--- src/design/nplut_pkg.sv ---
// nplut_pkg: shared types and constants of the nearest palette colour lookup
// used by nplut_cell and nearest_palette_colour_lut_top; no dependencies
package nplut_pkg;

    localparam int MAX_COLOURS_DEF = 256;
    localparam int GRID_SHIFT      = 4;
    localparam int CHAN_W          = 8;
    localparam int COLOUR_W        = 3 * CHAN_W;
    localparam int DIST_W          = 18;
    localparam int NUM_CELLS       = 3;

    localparam logic [1:0] OP_CLEAR  = 2'd0;
    localparam logic [1:0] OP_APPEND = 2'd1;
    localparam logic [1:0] OP_QUERY  = 2'd2;

    localparam logic [1:0] STAT_OK    = 2'd0;
    localparam logic [1:0] STAT_EMPTY = 2'd1;
    localparam logic [1:0] STAT_FULL  = 2'd2;

    typedef struct packed {
        logic valid;
        logic last;
    } scan_ctl_t;

endpackage

--- src/design/nplut_cell.sv ---
// nplut_cell: one distance cell of the scan chain, adds the squared
// difference of one channel and passes the colour on rotated by one channel
// depends on nplut_pkg
module nplut_cell
    import nplut_pkg::*;
#(
    parameter int IDX_W = 8
) (
    input  logic                aclk,
    input  logic                aresetn,
    input  logic                load,
    input  logic [CHAN_W-1:0]   point,
    input  scan_ctl_t           in_ctl,
    input  logic [IDX_W-1:0]    in_idx,
    input  logic [COLOUR_W-1:0] in_colour,
    input  logic [DIST_W-1:0]   in_dist,
    output scan_ctl_t           out_ctl,
    output logic [IDX_W-1:0]    out_idx,
    output logic [COLOUR_W-1:0] out_colour,
    output logic [DIST_W-1:0]   out_dist
);

    logic [CHAN_W-1:0]   point_reg;
    scan_ctl_t           ctl_reg;
    logic [IDX_W-1:0]    idx_reg;
    logic [COLOUR_W-1:0] colour_reg;
    logic [DIST_W-1:0]   dist_reg;

    logic [CHAN_W-1:0]   chan;
    logic [CHAN_W-1:0]   diff;
    logic [2*CHAN_W-1:0] sq;
    logic [DIST_W-1:0]   dist_next;

    always_comb begin
        chan      = in_colour[COLOUR_W-1 -: CHAN_W];
        diff      = (chan > point_reg) ? chan - point_reg : point_reg - chan;
        sq        = diff * diff;
        dist_next = in_dist + DIST_W'(sq);
    end

    always_ff @(posedge aclk) begin
        if (!aresetn) begin
            ctl_reg <= '0;
        end else begin
            ctl_reg <= in_ctl;
        end
        if (load) begin
            point_reg <= point;
        end
        idx_reg    <= in_idx;
        colour_reg <= {in_colour[COLOUR_W-CHAN_W-1:0], chan};
        dist_reg   <= dist_next;
    end

    assign out_ctl    = ctl_reg;
    assign out_idx    = idx_reg;
    assign out_colour = colour_reg;
    assign out_dist   = dist_reg;

endmodule

--- config.mk ---
export PLATFORM = sky130hd
export DESIGN_NAME = nplut_cell
export DESIGN_NICKNAME = d
export VERILOG_FILES = /design/src/design/nplut_pkg.sv /design/src/design/nplut_cell.sv
export SDC_FILE = /design/constraint.sdc
export NUM_CORES = 1
export LEC_CHECK = 0
export BUFFER_PORTS_ARGS = -buffer_cell sky130_fd_sc_hd__buf_2
export CAP_MARGIN = 5
export CORE_MARGIN = 3
export CORE_UTILIZATION = 48
export CTS_CLUSTER_DIAMETER = 100
export DETAILED_ROUTE_END_ITERATION = 7
export PLACE_DENSITY = 0.77
export SYNTH_ARGS = -nofsm -noshare
export SYNTH_HDL_FRONTEND = slang
export SYNTH_SLANG_ARGS = --single-unit
--- constraint.sdc ---
create_clock -name aclk -period 6.2 [get_ports aclk]
set_input_delay 0.31 -clock aclk [delete_from_list [all_inputs] [get_ports aclk]]
set_output_delay 0.31 -clock aclk [all_outputs]
set_load 0.01 [all_outputs]
# Word-level counts from Yosys, hierarchy flattened
# Cells that the tools add are included.
[op_classes]
n_addsub = 3
n_mul = 1
magnitude_cmp = 1
n_mux = 1
[op_table]
columns = ["op", "count"]
rows = [
  ["adder 18 x 16 -> 18 bit", 1],
  ["multiplier 8 x 8 -> 16 bit", 1],
  ["subtractor 8 bit", 2],
  ["greater-than comparator 8 bit", 1],
  ["2-to-1 mux 8 bit", 1],
]
[word_totals]
regBits = 60
input_bits = 63
output_inout_bits = 52
wordCells = 12

# Longest topological paths before layout
[logic_depth]
ltp_word = 4
mapped_depth = 27
ltp_nobuf = 27

# Worst setup path after synthesis
# OpenSTA, ideal clock, no wires.
[synth_timing]
kind = "register -> register"
from = "register point_reg[5]"
to = "register dist_reg[14] (netlist: out_dist[14])"
setup_time_ns = 0.127
arrival_time_ns = 6.082
required_time_ns = 6.073
setup_slack_ns = -0.009
stages_incl_launch_ff = 25
n_path_buf = 1
synth_period_minus_slack_ns = 6.209
path_cell_list = "edfxtp_1 > ha_1 > buf_6 > a21o_1 > a211o_1 > o21ai_4 > mux2i_1 > xor2_1 > inv_1 > nand2_1 > fa_1 > fa_1 > inv_1 > ha_1 > inv_1 > fa_1 > inv_1 > ha_1 > a21o_1 > a21o_1 > a311oi_2 > o221ai_1 > a2111oi_0 > nor3_1 > xor2_1"
[synth_between]
elab_chain_cells = 4
elab_cells_between_ends = 6
classes_between = "add/sub: 3; mul: 1; order compare: 1; mux: 1"
[synth_lines]
columns = ["element", "line", "rtl"]
rows = [
  ["start: declaration", "nplut_cell.sv:23", "logic [CHAN_W-1:0] point_reg;"],
  ["start signal: assignment", "nplut_cell.sv:48", "point_reg <= point;"],
  ["subtractor 8 bit / greater-than comparator 8 bit (equally long branches)", "nplut_cell.sv:36", "diff = (chan > point_reg) ? chan - point_reg : point_reg - chan;"],
  ["2-to-1 mux 8 bit *", "nplut_cell.sv:36", ""],
  ["multiplier 8 x 8 -> 16 bit *", "nplut_cell.sv:37", "sq = diff * diff;"],
  ["adder 18 x 16 -> 18 bit *", "nplut_cell.sv:38", "dist_next = in_dist + DIST_W'(sq);"],
  ["via dist_next[14]", "nplut_cell.sv:32", "logic [DIST_W-1:0] dist_next;"],
  ["end signal: assignment", "nplut_cell.sv:52", "dist_reg <= dist_next;"],
  ["end: declaration", "nplut_cell.sv:27", "logic [DIST_W-1:0] dist_reg;"],
]
# Mark *: on every way through the listed nets, which the timed path passes. The rest lies on a longest branch.
# A chain may end at the register's enable or synchronous reset.

# Worst setup path in the final report
[layout_timing]
from = "register point_reg[5]"
to = "register dist_reg[15] (netlist: out_dist[15])"
# The elaborated chain is that of the path after synthesis.

==> metrics <==
Chip Height=just under 100 um; dpl hpwl=roughly 7300 um; CP Max Fanout=8; Yosys warnings=0; Die Wd=approximately 99 um; WP data required=6.47 ns; count of cell types in the netlist=46; Setup WS post-layout=0.200 ns; pre-CTS WS=-0.0903 ns; input/output buffers=114; Worst R2R End=out_dist[15]; Core ar.=between 8000 and 9000 um^2; clk sink count=60; R2R depth=22; # diodes=0; Final setup violation count=0; Mapped Nets=565; CP endpoint=out_dist[15]; clock buffer depth=2; Cell Area, Synth=4190 um^2; placed cell area=5020 um^2; count leader, synth=inv_1; root buffer cell=clkbuf_8; Routed Antenna Nets=0; total CTS buffers=9; H-tree levels=3; Post-Syn Instances=405; average instance area after synthesis=approximately 10 um^2; Synth area leader=dfxtp_1; initial antenna violation count=0; via count=3276; outcome=finished, final reports clean; FF+latch count, synth=60; MaxCap Viol Count=0; Reg clk slew, reported paths=0.08 ns; vias in the first global route=3362; TritonRoute pass-1 iters=5; I/O pin total=roughly 120; sequential cell area fraction in the yosys report=0.306; drt wl/cell=13.6 um; Global Route Usage Sum=0.187; period utilization=0.968; main flop type after synthesis=dfxtp_1; fmax=~0.17 GHz; fin crit period=around 6.0 ns; total wire length=roughly 9200 um; cts hold-fix bufs=0; Yosys top cell area share=0.249; Post-Layout Cell Count=672; Post-synth ARST share=0; Critical Path Start Type=flop; Rows=33; Crit. End Element=flop; largest net degree at the start of global routing=13; Post-Place Cells=640; CP startpoint=point_reg[5]; number of synthesized flops with an enable pin=8; final hold vios=0; synth cell count leaders=inv_1, ha_1, dfxtp_1, fa_1, nor2_1; main area contributors after synthesis=dfxtp_1, fa_1, ha_1, inv_1, edfxtp_1; worst-margin pin slew=around 0.48 ns; Final nets=a little over 700; max FFs per register=24; r2r setup slk=about 0.2 ns; Initial Utilization=0.502; first-pass GRT wire length=approximately 15000 um; CTS tree=yes; CP Class=reg -> reg; Initial DRC Count=roughly 80; worst reg2reg startpoint=point_reg[5]; die area=a little under 10000 um^2; Slew headroom=0.680; Clock Skew=0.00960 ns; grt ovf=0; CP arrival=6.27 ns; filler cell count=~640; Post-route DRC=0; RSZ-0062 raised after global routing=yes; clk_lat worst skew=between 0.3 and 0.4 ns; layout cells sized above 1=0.381; area delta synth->final=33.0%; HP Class=in -> reg; Slew Limit Fails=0; Via density=roughly 5; routability congestion estimate=slightly below 0.9; finished layout cell area=between 5000 and 6000 um^2
## final cells by class
class,instances,area (um^2),share of cell area
clock buffers,9,124,0.0222
clock inverters,7,75.1,0.0135
inverters,93,349,0.0627
multi-input cells,246,2740,0.492
flip-flops and latches,60,1280,0.230
well taps,105,131,0.0236
repair buffers,152,872,0.157
## placed cells by master (no fill, tap or decap), drive strengths merged, types with 3 or more instances in the layout
cell type and count:
nand2 8, buf 152, a31oi 5, dfxtp 52
a311oi 3, nand3 4, o21ai 10, nor2 29
clkbuf 9, or2 7, inv 95, and2 3
xnor2 16, clkinv 4, ha 58, and3 3
fa 39, mux2i 8, nor3 3, xor2 10
a21oi 11, edfxtp 8, a21o 13
## cells by family (layout without fill, tap and decap cells)
| logic type | after synthesis | in the layout | synth area share |
|---|---|---|---|
| AO/OA/AOI/OAI | 53 | 53 | 0.0899 |
| XOR/XNOR | 26 | 26 | 0.0598 |
| adder cells (fa/ha/maj) | 97 | 97 | 0.360 |
| buffers and inverters | 99 | 261 | 0.0923 |
| flip-flops | 60 | 60 | 0.306 |
| multiplexers | 8 | 8 | 0.0191 |
| AND/OR/NAND/NOR | 62 | 62 | 0.0732 |
## repair_timing
| action | CTS | global route |
|---|---|---|
| buffers inserted | 4 | 11 |
| pin swaps | 1 | 27 |
| setup endpoints to repair | 2 | 7 |
| resized for setup | 0 | 49 |
| gates cloned | 0 | 1 |
## worst min path at each step
| stage | from | endpoint | slack, ns | cells past startpoint |
|---|---|---|---|---|
| final | in_colour[13] | out_colour[21] | 0.06 | 1 |
| after detailed placement | in_idx[2] | out_idx[2] | 0.41 | 1 |
| after global placement | in_colour[8] | out_colour[16] | 0.41 | 1 |
| after CTS | in_colour[13] | out_colour[21] | 0.05 | 1 |
| after floorplan | in_colour[16] | out_colour[0] | 0.34 | 0 |
| after global routing | in_idx[2] | out_idx[2] | 0.05 | 1 |
## layer usage
layer  routed length, um  vias up  GRT usage
met3                 439       18     0.0288
met4                 188        0     0.0704
met1                3670     1581      0.229
li1                    -     1591          -
met2                4860       86      0.332
met5                   0        -          0
## critical path, stage by stage, from the launching register on
cell      delay, ns
edfxtp_1       0.43
ha_4           0.25
a21o_1         0.18
a211o_1        0.33
o21ai_4        0.20
buf_6          0.14
mux2i_2        0.23
xor2_1         0.24
buf_4          0.22
nor2_1         0.07
fa_1           0.55
fa_1           0.46
fa_1           0.50
inv_1          0.06
fa_1           0.52
inv_1          0.04
ha_2           0.19
a21o_1         0.17
or3_4          0.32
o21a_1         0.21
a221o_1        0.35
a21oi_2        0.14
xnor2_1        0.12
## stage by stage
step	hold slack (ns)	util	TNS [ns]
after global routing	0.0523	0.668	-0.103
final	0.0638	0.668	0
after CTS	0.0513	0.630	0
after detailed placement	0.414	0.602	-0.147
after floorplan	0.338	-	0
after global placement	0.413	0.602	0
Power is not shown: default switching activity piles up to over one toggle a cycle in this logic, so the estimate is an artifact.
